[src/grr_pkg.sv]
// ----------------------------------------------------------------------------
// grr_pkg
// Types, constants and the 5x7 glyph ROM shared by the glyph rectangle renderer.
// ----------------------------------------------------------------------------
`default_nettype none

package grr_pkg;

  localparam int SCREEN_WIDTH  = 384;
  localparam int SCREEN_HEIGHT = 216;
  localparam int MAX_STRING    = 64;
  localparam int ADV_CAP       = 12;
  localparam int GLYPH_CELLS   = 35;
  localparam int DIV_STEPS     = 10;
  localparam int X_MOD         = 5;
  localparam int Y_MOD         = 7;
  // floor(v/7) = (v*RECIP7)>>16 for v below 1024
  localparam int RECIP7        = 9363;

  localparam logic [2:0] CFG_CLIP_LEFT   = 3'd0;
  localparam logic [2:0] CFG_CLIP_TOP    = 3'd1;
  localparam logic [2:0] CFG_CLIP_RIGHT  = 3'd2;
  localparam logic [2:0] CFG_CLIP_BOTTOM = 3'd3;

  typedef logic [34:0] glyph_t;
  typedef logic signed [15:0] coord_t;

  typedef enum logic [1:0] {
    F_IDLE,
    F_DIV,
    F_CALC1,
    F_CALC2
  } front_state_t;

  typedef enum logic [1:0] {
    B_IDLE,
    B_WALK,
    B_FLUSH
  } back_state_t;

  typedef struct packed {
    logic [8:0] left;
    logic [7:0] top;
    logic [8:0] right;
    logic [7:0] bottom;
  } clip_t;

  typedef struct packed {
    glyph_t      glyph;
    coord_t      x_base;
    coord_t      y_base;
    logic [3:0]  xq;
    logic [2:0]  xr;
    logic [7:0]  yq;
    logic [2:0]  yr;
    logic [15:0] color;
  } job_t;

  typedef struct packed {
    logic [8:0]  x_start;
    logic [7:0]  y_start;
    logic [8:0]  x_end;
    logic [7:0]  y_end;
    logic [15:0] fill_color;
    logic        last;
  } rect_t;

  // Rows top to bottom, leftmost column in the msb of each row.
  function automatic glyph_t glyph_rows(input logic [7:0] code);
    glyph_t g;
    case (code)
      8'h41: g = {5'd14,5'd17,5'd17,5'd31,5'd17,5'd17,5'd17};
      8'h42: g = {5'd30,5'd17,5'd17,5'd30,5'd17,5'd17,5'd30};
      8'h43: g = {5'd14,5'd17,5'd16,5'd16,5'd16,5'd17,5'd14};
      8'h44: g = {5'd30,5'd17,5'd17,5'd17,5'd17,5'd17,5'd30};
      8'h45: g = {5'd31,5'd16,5'd16,5'd30,5'd16,5'd16,5'd31};
      8'h46: g = {5'd31,5'd16,5'd16,5'd30,5'd16,5'd16,5'd16};
      8'h47: g = {5'd14,5'd17,5'd16,5'd23,5'd17,5'd17,5'd15};
      8'h48: g = {5'd17,5'd17,5'd17,5'd31,5'd17,5'd17,5'd17};
      8'h49: g = {5'd14,5'd4,5'd4,5'd4,5'd4,5'd4,5'd14};
      8'h4A: g = {5'd7,5'd2,5'd2,5'd2,5'd18,5'd18,5'd12};
      8'h4B: g = {5'd17,5'd18,5'd20,5'd24,5'd20,5'd18,5'd17};
      8'h4C: g = {5'd16,5'd16,5'd16,5'd16,5'd16,5'd16,5'd31};
      8'h4D: g = {5'd17,5'd27,5'd21,5'd21,5'd17,5'd17,5'd17};
      8'h4E: g = {5'd17,5'd25,5'd21,5'd19,5'd17,5'd17,5'd17};
      8'h4F: g = {5'd14,5'd17,5'd17,5'd17,5'd17,5'd17,5'd14};
      8'h50: g = {5'd30,5'd17,5'd17,5'd30,5'd16,5'd16,5'd16};
      8'h51: g = {5'd14,5'd17,5'd17,5'd17,5'd21,5'd18,5'd13};
      8'h52: g = {5'd30,5'd17,5'd17,5'd30,5'd20,5'd18,5'd17};
      8'h53: g = {5'd15,5'd16,5'd16,5'd14,5'd1,5'd1,5'd30};
      8'h54: g = {5'd31,5'd4,5'd4,5'd4,5'd4,5'd4,5'd4};
      8'h55: g = {5'd17,5'd17,5'd17,5'd17,5'd17,5'd17,5'd14};
      8'h56: g = {5'd17,5'd17,5'd17,5'd17,5'd17,5'd10,5'd4};
      8'h57: g = {5'd17,5'd17,5'd17,5'd21,5'd21,5'd21,5'd10};
      8'h58: g = {5'd17,5'd17,5'd10,5'd4,5'd10,5'd17,5'd17};
      8'h59: g = {5'd17,5'd17,5'd10,5'd4,5'd4,5'd4,5'd4};
      8'h5A: g = {5'd31,5'd1,5'd2,5'd4,5'd8,5'd16,5'd31};
      8'h61: g = {5'd0,5'd0,5'd14,5'd1,5'd15,5'd17,5'd15};
      8'h62: g = {5'd16,5'd16,5'd30,5'd17,5'd17,5'd17,5'd30};
      8'h63: g = {5'd0,5'd0,5'd14,5'd16,5'd16,5'd17,5'd14};
      8'h64: g = {5'd1,5'd1,5'd15,5'd17,5'd17,5'd17,5'd15};
      8'h65: g = {5'd0,5'd0,5'd14,5'd17,5'd31,5'd16,5'd14};
      8'h66: g = {5'd6,5'd9,5'd8,5'd28,5'd8,5'd8,5'd8};
      8'h67: g = {5'd0,5'd0,5'd15,5'd17,5'd15,5'd1,5'd14};
      8'h68: g = {5'd16,5'd16,5'd30,5'd17,5'd17,5'd17,5'd17};
      8'h69: g = {5'd4,5'd0,5'd12,5'd4,5'd4,5'd4,5'd14};
      8'h6A: g = {5'd2,5'd0,5'd6,5'd2,5'd2,5'd18,5'd12};
      8'h6B: g = {5'd16,5'd16,5'd18,5'd20,5'd24,5'd20,5'd18};
      8'h6C: g = {5'd12,5'd4,5'd4,5'd4,5'd4,5'd4,5'd14};
      8'h6D: g = {5'd0,5'd0,5'd26,5'd21,5'd21,5'd21,5'd21};
      8'h6E: g = {5'd0,5'd0,5'd30,5'd17,5'd17,5'd17,5'd17};
      8'h6F: g = {5'd0,5'd0,5'd14,5'd17,5'd17,5'd17,5'd14};
      8'h70: g = {5'd0,5'd0,5'd30,5'd17,5'd30,5'd16,5'd16};
      8'h71: g = {5'd0,5'd0,5'd15,5'd17,5'd15,5'd1,5'd1};
      8'h72: g = {5'd0,5'd0,5'd22,5'd25,5'd16,5'd16,5'd16};
      8'h73: g = {5'd0,5'd0,5'd15,5'd16,5'd14,5'd1,5'd30};
      8'h74: g = {5'd8,5'd8,5'd28,5'd8,5'd8,5'd9,5'd6};
      8'h75: g = {5'd0,5'd0,5'd17,5'd17,5'd17,5'd19,5'd13};
      8'h76: g = {5'd0,5'd0,5'd17,5'd17,5'd17,5'd10,5'd4};
      8'h77: g = {5'd0,5'd0,5'd17,5'd17,5'd21,5'd21,5'd10};
      8'h78: g = {5'd0,5'd0,5'd17,5'd10,5'd4,5'd10,5'd17};
      8'h79: g = {5'd0,5'd0,5'd17,5'd17,5'd15,5'd1,5'd14};
      8'h7A: g = {5'd0,5'd0,5'd31,5'd2,5'd4,5'd8,5'd31};
      8'h30: g = {5'd14,5'd17,5'd19,5'd21,5'd25,5'd17,5'd14};
      8'h31: g = {5'd4,5'd12,5'd4,5'd4,5'd4,5'd4,5'd14};
      8'h32: g = {5'd14,5'd17,5'd1,5'd2,5'd4,5'd8,5'd31};
      8'h33: g = {5'd30,5'd1,5'd1,5'd14,5'd1,5'd1,5'd30};
      8'h34: g = {5'd2,5'd6,5'd10,5'd18,5'd31,5'd2,5'd2};
      8'h35: g = {5'd31,5'd16,5'd16,5'd30,5'd1,5'd1,5'd30};
      8'h36: g = {5'd6,5'd8,5'd16,5'd30,5'd17,5'd17,5'd14};
      8'h37: g = {5'd31,5'd1,5'd2,5'd4,5'd8,5'd8,5'd8};
      8'h38: g = {5'd14,5'd17,5'd17,5'd14,5'd17,5'd17,5'd14};
      8'h39: g = {5'd14,5'd17,5'd17,5'd15,5'd1,5'd2,5'd12};
      8'h2B: g = {5'd0,5'd4,5'd4,5'd31,5'd4,5'd4,5'd0};
      8'h2D: g = {5'd0,5'd0,5'd0,5'd31,5'd0,5'd0,5'd0};
      8'h3D: g = {5'd0,5'd0,5'd31,5'd0,5'd31,5'd0,5'd0};
      8'h2A: g = {5'd0,5'd17,5'd10,5'd4,5'd10,5'd17,5'd0};
      8'h2F: g = {5'd1,5'd1,5'd2,5'd4,5'd8,5'd16,5'd16};
      8'h1F: g = {5'd4,5'd0,5'd0,5'd31,5'd0,5'd0,5'd4};
      8'h1E: g = {5'd0,5'd31,5'd10,5'd10,5'd10,5'd10,5'd18};
      8'h1D: g = {5'd0,5'd15,5'd18,5'd18,5'd18,5'd12,5'd0};
      8'h1A: g = {5'd0,5'd4,5'd2,5'd31,5'd2,5'd4,5'd0};
      8'h1C: g = {5'd14,5'd17,5'd17,5'd31,5'd17,5'd17,5'd14};
      8'h1B: g = {5'd0,5'd2,5'd4,5'd8,5'd16,5'd31,5'd0};
      8'h2E: g = {5'd0,5'd0,5'd0,5'd0,5'd0,5'd6,5'd6};
      8'h2C: g = {5'd0,5'd0,5'd0,5'd0,5'd0,5'd6,5'd4};
      8'h3A: g = {5'd0,5'd4,5'd4,5'd0,5'd4,5'd4,5'd0};
      8'h3B: g = {5'd0,5'd4,5'd4,5'd0,5'd4,5'd4,5'd8};
      8'h28: g = {5'd2,5'd4,5'd8,5'd8,5'd8,5'd4,5'd2};
      8'h29: g = {5'd8,5'd4,5'd2,5'd2,5'd2,5'd4,5'd8};
      8'h5B: g = {5'd14,5'd8,5'd8,5'd8,5'd8,5'd8,5'd14};
      8'h5D: g = {5'd14,5'd2,5'd2,5'd2,5'd2,5'd2,5'd14};
      8'h3C: g = {5'd0,5'd2,5'd4,5'd8,5'd4,5'd2,5'd0};
      8'h3E: g = {5'd0,5'd8,5'd4,5'd2,5'd4,5'd8,5'd0};
      8'h5E: g = {5'd4,5'd10,5'd17,5'd0,5'd0,5'd0,5'd0};
      8'h5F: g = {5'd0,5'd0,5'd0,5'd0,5'd0,5'd0,5'd31};
      8'h7C: g = {5'd4,5'd4,5'd4,5'd4,5'd4,5'd4,5'd4};
      8'h21: g = {5'd4,5'd4,5'd4,5'd4,5'd0,5'd4,5'd0};
      8'h3F: g = {5'd14,5'd17,5'd2,5'd4,5'd0,5'd4,5'd0};
      8'h27: g = {5'd4,5'd4,5'd0,5'd0,5'd0,5'd0,5'd0};
      8'h22: g = {5'd10,5'd10,5'd0,5'd0,5'd0,5'd0,5'd0};
      8'h25: g = {5'd25,5'd26,5'd2,5'd4,5'd8,5'd11,5'd19};
      8'h26: g = {5'd12,5'd18,5'd20,5'd8,5'd21,5'd18,5'd13};
      8'h20: g = '0;
      default: g = {5'd31,5'd17,5'd0,5'd4,5'd0,5'd17,5'd31};
    endcase
    return g;
  endfunction

endpackage

`default_nettype wire

[src/grr_front.sv]
// ----------------------------------------------------------------------------
// grr_front
// Accepts a character, looks up its glyph and works out the cell geometry.
// ----------------------------------------------------------------------------
`default_nettype none

module grr_front
  import grr_pkg::*;
(
  input  wire logic               clk,
  input  wire logic               rst_n,
  input  wire logic               in_push,
  output logic                    in_full,
  input  wire logic               in_kind,
  input  wire logic [7:0]         in_char_code,
  input  wire logic [5:0]         in_char_index,
  input  wire logic [6:0]         in_char_count,
  input  wire logic signed [10:0] in_origin_x,
  input  wire logic signed [10:0] in_origin_y,
  input  wire logic [3:0]         in_scale,
  input  wire logic [9:0]         in_box_width,
  input  wire logic [9:0]         in_box_height,
  input  wire logic [15:0]        in_color,
  output logic                    jq_push,
  output job_t                    jq_din,
  input  wire logic               jq_full
);

  front_state_t state_r, state_nxt;

  logic               kind_r;
  glyph_t             glyph_r;
  logic [5:0]         idx_r;
  logic [6:0]         cnt_r;
  logic signed [10:0] ox_r, oy_r;
  logic [3:0]         scale_r;
  logic [9:0]         bw_r, bh_r;
  logic [15:0]        color_r;

  logic [6:0]  div_rem_r;
  logic [9:0]  div_q_r;
  logic [3:0]  div_cnt_r;

  logic [3:0]  adv_r;
  logic [10:0] p_cnt_adv_r;
  logic [9:0]  p_idx_adv_r;
  logic [9:0]  p_idx_sc_r;
  logic [7:0]  yq_r;

  logic        accept;
  logic [6:0]  cnt_c;
  logic [7:0]  rem_sh;
  logic        ge;
  logic [3:0]  adv_c;
  logic [23:0] bh_prod;

  logic [3:0]  gw;
  logic [3:0]  xq_l;
  logic [12:0] p6;
  logic [10:0] half_sum;
  logic [10:0] yr_full;
  coord_t      ox16, oy16;

  assign accept = in_push && !in_full;
  assign cnt_c  = (in_char_count > 7'(MAX_STRING)) ? 7'(MAX_STRING) : in_char_count;

  // restoring divide, one quotient bit a cycle
  assign rem_sh = {div_rem_r, div_q_r[9]};
  assign ge     = rem_sh >= {1'b0, cnt_r};

  assign adv_c   = (div_q_r > 10'(ADV_CAP)) ? 4'(ADV_CAP) : div_q_r[3:0];
  assign bh_prod = bh_r * 14'(RECIP7);

  always_comb begin
    state_nxt = state_r;
    case (state_r)
      F_IDLE: begin
        if (accept) state_nxt = (in_kind && cnt_c != 7'd0) ? F_DIV : F_CALC1;
      end
      F_DIV: begin
        if (div_cnt_r == 4'(DIV_STEPS - 1)) state_nxt = F_CALC1;
      end
      F_CALC1: state_nxt = F_CALC2;
      F_CALC2: begin
        if (!jq_full) state_nxt = F_IDLE;
      end
      default: state_nxt = F_IDLE;
    endcase
  end

  always_comb begin
    in_full = (state_r != F_IDLE);
    jq_push = (state_r == F_CALC2) && !jq_full;
  end

  always_comb begin
    ox16     = coord_t'(ox_r);
    oy16     = coord_t'(oy_r);
    gw       = (adv_r < 4'd7) ? 4'd5 : adv_r - 4'd2;
    xq_l     = (gw == 4'd10) ? 4'd2 : 4'd1;
    p6       = {1'b0, p_idx_sc_r, 2'b00} + {2'b00, p_idx_sc_r, 1'b0};
    half_sum = {1'b0, bw_r} + 11'd2 - p_cnt_adv_r;
    yr_full  = {1'b0, bh_r} - ({yq_r, 3'b000} - {3'b000, yq_r});

    jq_din.glyph  = glyph_r;
    jq_din.y_base = oy16;
    jq_din.color  = color_r;
    if (kind_r) begin
      jq_din.x_base = ox16 + coord_t'({6'd0, half_sum[10:1]}) + coord_t'({6'd0, p_idx_adv_r});
      jq_din.xq     = xq_l;
      jq_din.xr     = 3'(gw - (xq_l * 4'(X_MOD)));
      jq_din.yq     = yq_r;
      jq_din.yr     = yr_full[2:0];
    end else begin
      jq_din.x_base = ox16 + coord_t'({3'd0, p6});
      jq_din.xq     = scale_r;
      jq_din.xr     = 3'd0;
      jq_din.yq     = {4'd0, scale_r};
      jq_din.yr     = 3'd0;
    end
  end

  always_ff @(posedge clk) begin
    if (!rst_n) begin
      state_r <= F_IDLE;
    end else begin
      state_r <= state_nxt;
    end
  end

  always_ff @(posedge clk) begin
    if (accept) begin
      kind_r    <= in_kind;
      glyph_r   <= (in_kind && cnt_c == 7'd0) ? '0 : glyph_rows(in_char_code);
      idx_r     <= in_char_index;
      cnt_r     <= cnt_c;
      ox_r      <= in_origin_x;
      oy_r      <= in_origin_y;
      scale_r   <= in_scale;
      bw_r      <= in_box_width;
      bh_r      <= in_box_height;
      color_r   <= in_color;
      div_rem_r <= '0;
      div_q_r   <= in_box_width;
      div_cnt_r <= '0;
    end else if (state_r == F_DIV) begin
      div_rem_r <= ge ? 7'(rem_sh - {1'b0, cnt_r}) : rem_sh[6:0];
      div_q_r   <= {div_q_r[8:0], ge};
      div_cnt_r <= div_cnt_r + 4'd1;
    end
    if (state_r == F_CALC1) begin
      adv_r       <= adv_c;
      p_cnt_adv_r <= cnt_r * adv_c;
      p_idx_adv_r <= idx_r * adv_c;
      p_idx_sc_r  <= idx_r * scale_r;
      yq_r        <= bh_prod[23:16];
    end
  end

endmodule

`default_nettype wire

[src/grr_jobq.sv]
// ----------------------------------------------------------------------------
// grr_jobq
// Two-entry queue of prepared glyph jobs between front and back.
// ----------------------------------------------------------------------------
`default_nettype none

module grr_jobq
  import grr_pkg::*;
(
  input  wire logic clk,
  input  wire logic rst_n,
  input  wire logic push,
  input  job_t      din,
  output logic      full,
  input  wire logic pop,
  output job_t      dout,
  output logic      empty
);

  job_t       mem_r [2];
  logic       wr_ptr_r, rd_ptr_r;
  logic [1:0] cnt_r;
  logic       do_push, do_pop;

  assign full    = (cnt_r == 2'd2);
  assign empty   = (cnt_r == 2'd0);
  assign do_push = push && !full;
  assign do_pop  = pop && !empty;
  assign dout    = mem_r[rd_ptr_r];

  always_ff @(posedge clk) begin
    if (!rst_n) begin
      wr_ptr_r <= 1'b0;
      rd_ptr_r <= 1'b0;
      cnt_r    <= 2'd0;
    end else begin
      if (do_push) wr_ptr_r <= ~wr_ptr_r;
      if (do_pop)  rd_ptr_r <= ~rd_ptr_r;
      cnt_r <= cnt_r + {1'b0, do_push} - {1'b0, do_pop};
    end
  end

  always_ff @(posedge clk) begin
    if (do_push) mem_r[wr_ptr_r] <= din;
  end

endmodule

`default_nettype wire

[src/grr_back.sv]
// ----------------------------------------------------------------------------
// grr_back
// Walks the 35 glyph cells, clips each lit cell and queues the rectangles.
// ----------------------------------------------------------------------------
`default_nettype none

module grr_back
  import grr_pkg::*;
(
  input  wire logic  clk,
  input  wire logic  rst_n,
  input  clip_t      clip,
  input  job_t       jq_dout,
  input  wire logic  jq_empty,
  output logic       jq_pop,
  output logic       out_empty,
  input  wire logic  out_pop,
  output rect_t      out_rect
);

  back_state_t state_r, state_nxt;

  glyph_t      bits_r;
  logic [5:0]  cell_cnt_r;
  logic [2:0]  col_r;
  coord_t      x_base_r;
  logic [3:0]  xq_r;
  logic [2:0]  xr_r;
  logic [7:0]  yq_r;
  logic [2:0]  yr_r;
  logic [15:0] color_r;
  coord_t      x_lo_r, x_hi_r, y_lo_r, y_hi_r;
  logic [2:0]  x_rem_r, y_rem_r;
  rect_t       pend_r;
  logic        pend_vld_r;

  rect_t       of_mem_r [2];
  logic        of_wr_r, of_rd_r;
  logic [1:0]  of_cnt_r;
  logic        of_full, of_push, of_pop;
  rect_t       of_din;

  coord_t      cl16, ct16, cr16, cb16;
  coord_t      x0c, x1c, y0c, y1c;
  logic        emit, stall, advance;
  rect_t       cur_rect;

  logic [3:0]  xs, ys;
  coord_t      x_hi_nxt, y_hi_nxt;
  logic [2:0]  x_rem_nxt, y_rem_nxt;

  // clip window, right and bottom held to the screen
  always_comb begin
    cl16 = coord_t'({7'd0, clip.left});
    ct16 = coord_t'({8'd0, clip.top});
    cr16 = (clip.right > 9'(SCREEN_WIDTH)) ? coord_t'(SCREEN_WIDTH)
                                           : coord_t'({7'd0, clip.right});
    cb16 = (clip.bottom > 8'(SCREEN_HEIGHT)) ? coord_t'(SCREEN_HEIGHT)
                                             : coord_t'({8'd0, clip.bottom});
    x0c  = (x_lo_r < cl16) ? cl16 : x_lo_r;
    y0c  = (y_lo_r < ct16) ? ct16 : y_lo_r;
    x1c  = (x_hi_r > cr16) ? cr16 : x_hi_r;
    y1c  = (y_hi_r > cb16) ? cb16 : y_hi_r;
    cur_rect.x_start    = x0c[8:0];
    cur_rect.y_start    = y0c[7:0];
    cur_rect.x_end      = x1c[8:0];
    cur_rect.y_end      = y1c[7:0];
    cur_rect.fill_color = color_r;
    cur_rect.last       = 1'b0;
  end

  // next cell edge: step by quotient, carry the remainder
  always_comb begin
    xs = {1'b0, x_rem_r} + {1'b0, xr_r};
    ys = {1'b0, y_rem_r} + {1'b0, yr_r};
    if (xs >= 4'(X_MOD)) begin
      x_hi_nxt  = x_hi_r + coord_t'({12'd0, xq_r}) + 16'sd1;
      x_rem_nxt = 3'(xs - 4'(X_MOD));
    end else begin
      x_hi_nxt  = x_hi_r + coord_t'({12'd0, xq_r});
      x_rem_nxt = xs[2:0];
    end
    if (ys >= 4'(Y_MOD)) begin
      y_hi_nxt  = y_hi_r + coord_t'({8'd0, yq_r}) + 16'sd1;
      y_rem_nxt = 3'(ys - 4'(Y_MOD));
    end else begin
      y_hi_nxt  = y_hi_r + coord_t'({8'd0, yq_r});
      y_rem_nxt = ys[2:0];
    end
  end

  always_comb begin
    emit    = bits_r[34] && (x0c < x1c) && (y0c < y1c);
    jq_pop  = 1'b0;
    of_push = 1'b0;
    of_din  = pend_r;
    stall   = 1'b0;
    case (state_r)
      B_IDLE: jq_pop = !jq_empty;
      B_WALK: begin
        stall   = emit && pend_vld_r && of_full;
        of_push = emit && pend_vld_r && !of_full;
      end
      B_FLUSH: begin
        of_push     = pend_vld_r && !of_full;
        of_din.last = 1'b1;
      end
      default: ;
    endcase
    advance = (state_r == B_WALK) && !stall;
  end

  always_comb begin
    state_nxt = state_r;
    case (state_r)
      B_IDLE: begin
        if (!jq_empty) state_nxt = B_WALK;
      end
      B_WALK: begin
        if (advance && cell_cnt_r == 6'(GLYPH_CELLS - 1)) state_nxt = B_FLUSH;
      end
      B_FLUSH: begin
        if (!pend_vld_r || !of_full) state_nxt = B_IDLE;
      end
      default: state_nxt = B_IDLE;
    endcase
  end

  always_ff @(posedge clk) begin
    if (!rst_n) begin
      state_r    <= B_IDLE;
      pend_vld_r <= 1'b0;
    end else begin
      state_r <= state_nxt;
      if (advance && emit) begin
        pend_vld_r <= 1'b1;
      end else if (state_r == B_FLUSH && state_nxt == B_IDLE) begin
        pend_vld_r <= 1'b0;
      end
    end
  end

  always_ff @(posedge clk) begin
    if (jq_pop) begin
      bits_r     <= jq_dout.glyph;
      cell_cnt_r <= '0;
      col_r      <= '0;
      x_base_r   <= jq_dout.x_base;
      xq_r       <= jq_dout.xq;
      xr_r       <= jq_dout.xr;
      yq_r       <= jq_dout.yq;
      yr_r       <= jq_dout.yr;
      color_r    <= jq_dout.color;
      x_lo_r     <= jq_dout.x_base;
      x_hi_r     <= jq_dout.x_base + coord_t'({12'd0, jq_dout.xq});
      x_rem_r    <= jq_dout.xr;
      y_lo_r     <= jq_dout.y_base;
      y_hi_r     <= jq_dout.y_base + coord_t'({8'd0, jq_dout.yq});
      y_rem_r    <= jq_dout.yr;
    end else if (advance) begin
      bits_r     <= {bits_r[33:0], 1'b0};
      cell_cnt_r <= cell_cnt_r + 6'd1;
      if (emit) pend_r <= cur_rect;
      if (col_r == 3'(X_MOD - 1)) begin
        col_r   <= '0;
        x_lo_r  <= x_base_r;
        x_hi_r  <= x_base_r + coord_t'({12'd0, xq_r});
        x_rem_r <= xr_r;
        y_lo_r  <= y_hi_r;
        y_hi_r  <= y_hi_nxt;
        y_rem_r <= y_rem_nxt;
      end else begin
        col_r   <= col_r + 3'd1;
        x_lo_r  <= x_hi_r;
        x_hi_r  <= x_hi_nxt;
        x_rem_r <= x_rem_nxt;
      end
    end
  end

  // result queue
  assign of_full   = (of_cnt_r == 2'd2);
  assign out_empty = (of_cnt_r == 2'd0);
  assign of_pop    = out_pop && !out_empty;
  assign out_rect  = of_mem_r[of_rd_r];

  always_ff @(posedge clk) begin
    if (!rst_n) begin
      of_wr_r  <= 1'b0;
      of_rd_r  <= 1'b0;
      of_cnt_r <= 2'd0;
    end else begin
      if (of_push) of_wr_r <= ~of_wr_r;
      if (of_pop)  of_rd_r <= ~of_rd_r;
      of_cnt_r <= of_cnt_r + {1'b0, of_push} - {1'b0, of_pop};
    end
  end

  always_ff @(posedge clk) begin
    if (of_push) of_mem_r[of_wr_r] <= of_din;
  end

  a_of_bound: assert property (@(posedge clk) disable iff (!rst_n)
    of_cnt_r != 2'd3) else $error("result queue overflow");

  a_idle_no_pend: assert property (@(posedge clk) disable iff (!rst_n)
    state_r == B_IDLE |-> !pend_vld_r) else $error("rectangle left pending");

  a_stall_hold: assert property (@(posedge clk) disable iff (!rst_n)
    (state_r == B_WALK && stall) |=> $stable(cell_cnt_r) && $stable(pend_r))
    else $error("walker moved while stalled");

  a_flush_last: assert property (@(posedge clk) disable iff (!rst_n)
    (state_r == B_FLUSH && of_push) |-> of_din.last) else $error("flush without last");

  a_col_range: assert property (@(posedge clk) disable iff (!rst_n)
    state_r == B_WALK |-> col_r < 3'(X_MOD)) else $error("column out of range");

endmodule

`default_nettype wire

[src/glyph_rect_renderer.sv]
// ----------------------------------------------------------------------------
// glyph_rect_renderer
// 5x7 character generator that turns lit glyph cells into clipped rectangles.
// ----------------------------------------------------------------------------
// channel   direction  handshake            payload
// in_*      input      push / full          kind, char, position, geometry, color
// out_*     output     pop / empty          clipped rectangle, color, last
// cfg_*     input      valid / ready        register index, data
//
// Front: accepts an item, runs the divider in label mode, then the geometry states.
// Back: walks the 35 cells of each glyph, then a flush state; the walker takes
// one cell a cycle unless the result queue is full.
// The front prepares the next item while the back walks the current one.
// A full result queue stalls the walker; reset is synchronous, active low.
// ----------------------------------------------------------------------------
`default_nettype none

module glyph_rect_renderer
  import grr_pkg::*;
(
  input  wire logic               clk,
  input  wire logic               rst_n,
  input  wire logic               in_push,
  output logic                    in_full,
  input  wire logic               in_kind,
  input  wire logic [7:0]         in_char_code,
  input  wire logic [5:0]         in_char_index,
  input  wire logic [6:0]         in_char_count,
  input  wire logic signed [10:0] in_origin_x,
  input  wire logic signed [10:0] in_origin_y,
  input  wire logic [3:0]         in_scale,
  input  wire logic [9:0]         in_box_width,
  input  wire logic [9:0]         in_box_height,
  input  wire logic [15:0]        in_color,
  output logic                    out_empty,
  input  wire logic               out_pop,
  output logic [8:0]              out_x_start,
  output logic [7:0]              out_y_start,
  output logic [8:0]              out_x_end,
  output logic [7:0]              out_y_end,
  output logic [15:0]             out_fill_color,
  output logic                    out_last,
  input  wire logic               cfg_valid,
  output logic                    cfg_ready,
  input  wire logic [2:0]         cfg_index,
  input  wire logic [8:0]         cfg_data
);

  clip_t clip_r;
  job_t  jq_din, jq_dout;
  logic  jq_push, jq_full, jq_pop, jq_empty;
  rect_t out_rect;

  assign cfg_ready = 1'b1;

  always_ff @(posedge clk) begin
    if (!rst_n) begin
      clip_r.left   <= 9'd0;
      clip_r.top    <= 8'd0;
      clip_r.right  <= 9'(SCREEN_WIDTH);
      clip_r.bottom <= 8'(SCREEN_HEIGHT);
    end else if (cfg_valid && cfg_ready) begin
      case (cfg_index)
        CFG_CLIP_LEFT:   clip_r.left   <= cfg_data;
        CFG_CLIP_TOP:    clip_r.top    <= cfg_data[7:0];
        CFG_CLIP_RIGHT:  clip_r.right  <= cfg_data;
        CFG_CLIP_BOTTOM: clip_r.bottom <= cfg_data[7:0];
        default: ;
      endcase
    end
  end

  grr_front u_front (
    .clk           (clk),
    .rst_n         (rst_n),
    .in_push       (in_push),
    .in_full       (in_full),
    .in_kind       (in_kind),
    .in_char_code  (in_char_code),
    .in_char_index (in_char_index),
    .in_char_count (in_char_count),
    .in_origin_x   (in_origin_x),
    .in_origin_y   (in_origin_y),
    .in_scale      (in_scale),
    .in_box_width  (in_box_width),
    .in_box_height (in_box_height),
    .in_color      (in_color),
    .jq_push       (jq_push),
    .jq_din        (jq_din),
    .jq_full       (jq_full)
  );

  grr_jobq u_jobq (
    .clk   (clk),
    .rst_n (rst_n),
    .push  (jq_push),
    .din   (jq_din),
    .full  (jq_full),
    .pop   (jq_pop),
    .dout  (jq_dout),
    .empty (jq_empty)
  );

  grr_back u_back (
    .clk       (clk),
    .rst_n     (rst_n),
    .clip      (clip_r),
    .jq_dout   (jq_dout),
    .jq_empty  (jq_empty),
    .jq_pop    (jq_pop),
    .out_empty (out_empty),
    .out_pop   (out_pop),
    .out_rect  (out_rect)
  );

  assign out_x_start    = out_rect.x_start;
  assign out_y_start    = out_rect.y_start;
  assign out_x_end      = out_rect.x_end;
  assign out_y_end      = out_rect.y_end;
  assign out_fill_color = out_rect.fill_color;
  assign out_last       = out_rect.last;

endmodule

`default_nettype wire

[config.mk]
export PLATFORM = sky130hd
export DESIGN_NAME = glyph_rect_renderer
export DESIGN_NICKNAME = d
export VERILOG_FILES = /design/src/grr_pkg.sv /design/src/grr_front.sv /design/src/grr_jobq.sv /design/src/grr_back.sv /design/src/glyph_rect_renderer.sv
export SDC_FILE = /design/constraint.sdc
export NUM_CORES = 2
export LEC_CHECK = 0
export BUFFER_PORTS_ARGS = -buffer_cell sky130_fd_sc_hd__buf_2
export CAP_MARGIN = 25
export CORE_MARGIN = 1.5
export CORE_UTILIZATION = 55
export CTS_CLUSTER_SIZE = 30
export DETAILED_ROUTE_END_ITERATION = 8
export PLACE_DENSITY = 0.82
export SLEW_MARGIN = 10
export SYNTH_ARGS = -nofsm -noshare
export SYNTH_HDL_FRONTEND = slang
export SYNTH_MEMORY_MAX_BITS = 65536
export SYNTH_SLANG_ARGS = --single-unit
[constraint.sdc]
create_clock -name clk -period 14.8 [get_ports clk]
set_input_delay 3.7 -clock clk [delete_from_list [all_inputs] [get_ports clk]]
set_output_delay 3.7 -clock clk [all_outputs]
set_load 0.02 [all_outputs]
# Yosys cells after proc, flatten, opt, wreduce, memory -nomap -nowiden
# Memory sizes are Yosys's and may differ from the RTL's. A register that Yosys moved wholly into a read port is not among the register bits.
# Index checks and enable logic that the tools add are counted.
totals:
  regBits: 436
  mem_bits_rw: 304
  mem_bits_ro: 4480
  inputBits: 101
  out_inout_bits: 54
  wordCells: 235
  n_memories: 3
classes:
  n_addsub: 29
  n_mul: 5
  order_cmp: 14
  n_eq_ne: 17
  mux: 64
  bitwise_logic: 5
  reduce_logical: 46
mem_list:
  columns: ["memory", "depth", "word_bits", "rd", "rd_ports_with_merged_regs", "wr", "line_no", "text"]
  rows:
  - ["(name not given)", 128, 35, 1, 0, 0, "grr_pkg.sv:71", "case (code)"]
  - ["u_jobq.mem_r", 2, 101, 1, 1, 1, "grr_jobq.sv:20", "job_t mem_r [2];"]
  - ["u_back.of_mem_r", 2, 51, 1, 1, 1, "grr_back.sv:37", "rect_t of_mem_r [2];"]
ops:
  columns: ["cell", "count"]
  rows:
  - ["2-to-1 mux 16 bit", 19]
  - ["2-to-1 mux 35 bit", 3]
  - ["adder 16 x 5 -> 16 bit", 3]
  - ["adder 16 x 2 -> 16 bit, second input constant", 2]
  - ["adder 16 x 9 -> 16 bit", 2]
  - ["> comparator 16 bit", 2]
  - ["less-than comparator 16 bit", 2]
  - ["2-to-1 mux 3 bit", 9]
  - ["multiplier 10 x 14 -> 24 bit, second input constant", 1]
  - ["multiplier 6 x 4 -> 10 bit", 2]
  - ["2-to-1 mux 10 bit", 2]
  - ["2-to-1 mux 18 bit", 1]
  - ["logical AND 1 bit", 17]
  - ["adder 16 x 11 -> 16 bit", 1]
  - ["less-than comparator 16 x 10 -> 1 bit", 1]
  - ["less-than comparator 16 x 9 -> 1 bit", 1]
  - ["2-to-1 mux 2 bit", 8]
  - ["adder 11 x 14 -> 15 bit", 1]
  - ["2-to-1 mux 7 bit", 2]
  - ["adder 12 x 11 -> 13 bit", 1]
  - ["2-to-1 mux 1 bit", 13]
  - ["adder 11 x 11 -> 12 bit", 1]
  - ["adder 10 x 2 -> 11 bit, second input constant", 1]
  - ["multiplier 7 x 4 -> 11 bit", 1]
  - ["other kinds (46)", 84]

# Depth between registers and ports, before layout
depth:
  depth_word: 19
  depth_mapped: 25
  mapped_depth_nobuf: 23

# Hierarchy
# From an unflattened synthesis, not the netlist that was laid out.
unflattened:
  hier_cells: 3862
  area_unflattened_um2: 43202.7
by_module_without_submodules:
  columns: ["module", "n_inst", "cells_per_inst", "area_each_um2", "seq_area_each_um2"]
  rows:
  - ["grr_back", 1, 1552, 17458.0, 9559.2]
  - ["grr_front", 1, 1836, 16427.0, 5185.0]
  - ["grr_jobq", 1, 341, 7971.4, 6165.9]
  - ["glyph_rect_renderer", 1, 133, 1346.3, 680.7]

# Least setup slack after synthesis
# OpenSTA, ideal clock, no wires.
synth_timing:
  path_kind: "in2reg"
  from: "input port in_push"
  to: "register u_front.bh_r[0] (enable)"
  setup_time_ps: 519
  arrival_ps: 7183
  required_ps: 14281
  setup_slack_ps: 7098
  path_stages: 3
  path_buffers: 1
  path_cell_list: "nand2_1 inv_2 clkbuf_1"
synth_between:
  elab_chain_len: 1
synth_lines:
  columns: ["item", "line_no", "text"]
  rows:
  - ["from (decl)", "glyph_rect_renderer.sv:23", "input wire logic in_push,"]
  - ["logical AND 1 bit", "grr_front.sv:64", "assign accept = in_push && !in_full;"]
  - ["net u_front.accept", "grr_front.sv:50", "logic accept;"]
  - ["to (signal assigned)", "grr_front.sv:141", "bh_r <= in_box_height;"]
  - ["to (decl)", "grr_front.sv:37", "logic [9:0] bw_r, bh_r;"]
# The timed path passes the listed nets, and every way through them passes these cells.
# A chain may end at the register's enable or synchronous reset.

# Worst setup path after layout
layout_timing:
  from: "input port in_char_code[0]"
  to: "register u_front.glyph_r[21] (data pin)"
layout_between:
  elab_chain_len: 1
layout_lines:
  columns: ["item", "line_no", "text"]
  rows:
  - ["from (decl)", "glyph_rect_renderer.sv:26", "input wire logic [7:0] in_char_code,"]
  - ["memory (128 x 35 bit)", null, null]
  - ["to (signal assigned)", "grr_front.sv:134", "glyph_r <= (in_kind && cnt_c == 7'd0) ? '0 : glyph_rows(in_char_code);"]
  - ["to (decl)", "grr_front.sv:32", "glyph_t glyph_r;"]
# Every way passes these cells.

==> run metrics <==
hpwl dp 72.7 mm; Area growth syn-to-layout 10.6%; Hold Crit Depth 0; vias in the first global route 29400; WL/cell 21.2 um; Hold Fails Final Rpt 0; Power Density 218 nW/um^2; hold_sp u_back.color_r[2]; DR vias/cell 6.06; count of final max-slew check failures 0; XOR/XNOR Fraction of Synth Area 0.0354; Post-Route Setup TNS 0 ps; clock latency at the later pin of the worst-skew pair 660 ps; core area 74800 um^2; Vias 30000; Initial Utilization 0.559; R2R depth 20; Die Area 77700 um^2; crit path DAT 7210 ps; Final Critical Period 6740 ps; f_max 148 MHz; Yosys cell types 89; Post-CTS Repair Setup Buffers 0; Root Driver clkbuf_16; overall die width 279 um; reg-to-reg slack, setup 8400 ps; CTS buffer count 78; Critical Path RT 15270 ps; TritonRoute pass-1 iters 6; post-synthesis async set-or-reset flop share 0; height of the chip 279 um; Synth area leader edfxtp_1; status finished, final reports clean; top cells by area, synth edfxtp_1 (48%), ha_1 (9.8%), nand2_1 (4.2%); largest net degree at the start of global routing 105; simple logic cell fraction of the synthesized area 0.118; Clock transition at path regs 70 ps; FF+latch count, synth 732; first-pass GRT wire length 163 mm; Critical R2R Launch u_back.x_lo_r[1]; number of max-cap violations 0; mux cell area share after synthesis 0.0481; reg-to-reg critical path endpoint u_back.of_mem_r[1][11]; fin crit share 0.455; drt drc 0; Final Non-Filler Cells 4947; Worst VDD drop 0.000176 V; placed cells 4801; Synth Area in Adders 0.124; max_slew headroom 0.330; CP endpoint kind flip-flop; Iter 0 DRT Violations 3346; combinational family with the most area after synthesis compound AO/OA/AOI/OAI gates; Synth Warn # 0; Compound-Gate Fraction of Synth Area 0.127; hold buffer count at cts 0; Syn Nets 4299; Clock Skew 46.7 ps; worst hold margin 413 ps; Hold Path End u_back.of_din[3]; Post-synth EDFFs 663; Sink Count 732; static leakage 17.9 nW; GPL Wtd Cong 1.10; Mapped Avg Cell Area 11.0 um^2; gr usage total 0.267; sequential share of the synthesized area 0.509; num rows 100; Hold/Removal Path Class reg -> reg; initial antenna violation count 3; share of layout cells above drive strength 1 0.124; CP Max Fanout 23; CTS tree yes; clock buffer depth 3; htree depth 3; remaining antenna violation count 0; Design Power 0.0101 W; mapped cell area 41800 um^2; Yosys top cell area share 0.476; CP startpoint kind primary input; Antenna diodes 0; ys flop type edfxtp_1; Place WS 7720 ps; final count of negative-setup-slack endpoints 0; final WL 105 mm; Layout Nets 4395; Resized cells post-CTS 0; Ports 155; count of input and output buffers 153; critical path type in -> reg; Gate Count Post-Synth 3817; gr ovfl total 0; Slew @ Worst Pin 1010 ps; RSZ-0062 raised after global routing no; final worst-path setup slack 8060 ps
-- stage by stage --
step / utilization / cell area, um^2
after global placement: 0.581 / 43500
after floorplan: - / 41800
after CTS: 0.618 / 46200
after detailed placement: 0.581 / 43500
final: 0.618 / 46200
after global routing: 0.618 / 46200
-- cell type report --
cell class / instances / area, um^2
Fill cell: 5792 / 28600
Sequential cell: 732 / 21300
Multi-Input combinational cell: 2660 / 19000
Clock buffer: 101 / 2120
Tap cell: 969 / 1210
Timing Repair Buffer: 196 / 1130
Inverter: 245 / 925
Clock inverter: 44 / 607
-- cell usage in the layout (no fill, tap or decap), types with 10 or more instances in the layout --
cell / n
nand2b_1: 28
o31ai_1: 13
o21bai_1: 31
edfxtp_1: 663
o22ai_1: 12
and2_1: 51
mux2i_1: 59
ha_1: 326
inv_1: 242
o21a_1: 22
a31oi_1: 55
or3_1: 18
nor4_1: 15
nand3_1: 59
fa_1: 54
clkinv_2: 13
clkbuf_16: 79
mux2_2: 125
clkbuf_1: 16
dfxtp_1: 67
a21oi_1: 263
o211ai_1: 35
nor3_1: 46
buf_2: 151
o311ai_0: 10
and3_1: 25
buf_4: 43
or2_2: 16
nand4_1: 24
nand2_1: 466
xnor2_1: 113
a21o_1: 40
o21ai_0: 207
o221ai_1: 14
xor2_1: 56
nor2_1: 233
nor2b_1: 46
a211oi_1: 40
-- critical path, stage by stage --
cell	delay, ps
buf_2	510
inv_1	330
ha_1	880
nand2_1	520
a31oi_1	700
a221o_1	280
nand3_1	70
a31oi_1	200
-- layer usage --
metal	GRT usage	share of wire	vias to the layer above
li1	-	-	14100
met1	0.363	0.43	14300
met2	0.425	0.45	1302
met3	0.0524	0.081	306
met4	0.103	0.040	4
met5	0	0.00026	-
-- worst max path at each step --
stage	from	end	slack, ps	depth (start not counted)
after floorplan	in_push	u_front.bh_r[0]	7100	3
after global placement	in_char_code[0]	u_front.glyph_r[32]	7710	9
after detailed placement	in_char_code[0]	u_front.glyph_r[32]	7720	9
after CTS	in_char_code[0]	u_front.glyph_r[32]	8390	9
after global routing	in_char_code[0]	u_front.glyph_r[1]	8060	10
final	in_char_code[0]	u_front.glyph_r[21]	8060	8
-- synthesized netlist by cell type, types with 55 or more instances --
| cell type | number |
|---|---|
| mux2_2 | 125 |
| nor2_1 | 235 |
| clkbuf_1 | 143 |
| nand3_1 | 59 |
| inv_1 | 242 |
| a31oi_1 | 55 |
| xnor2_1 | 113 |
| edfxtp_1 | 663 |
| nand2_1 | 467 |
| a21oi_1 | 263 |
| dfxtp_1 | 69 |
| o21ai_0 | 209 |
| xor2_1 | 56 |
| ha_1 | 327 |
| mux2i_1 | 59 |
-- cell families (layout without fill, tap and decap cells) --
logic type	count (synthesis)	after routing
buffers and inverters	425	586
adders and majority gates	382	382
xor gates and xnor gates	169	169
muxes	185	185
other	1	1
AOI/OAI and AO/OA	847	847
DFF	732	732
and+or+nand+nor	1076	1076
-- registers in the layout, summed over array words and instances (netlist names), 16 cells and up, named ones only --
| signal | count |
|---|---|
| u_back.color_r | 16 |
| u_back.x_lo_r | 16 |
| clip_r | 34 |
| u_front.glyph_r | 35 |
| u_back.y_hi_r | 16 |
| u_jobq.mem_r | 192 |
| u_back.bits_r | 35 |
| u_back.x_base_r | 16 |
| u_back.of_din | 50 |
| u_back.y_lo_r | 16 |
| u_front.color_r | 16 |
| u_back.of_mem_r | 102 |
| u_back.x_hi_r | 16 |
-- where the power goes --
part	switching (W)	leakage, nW	internal, W
Clock	0.000851	1.32	0.00119
Combinational	0.00274	9.92	0.00191
Sequential	0.000342	6.68	0.00303
Total	0.00393	17.9	0.00613
No activity file was read; power rests on OpenSTA's default activity.
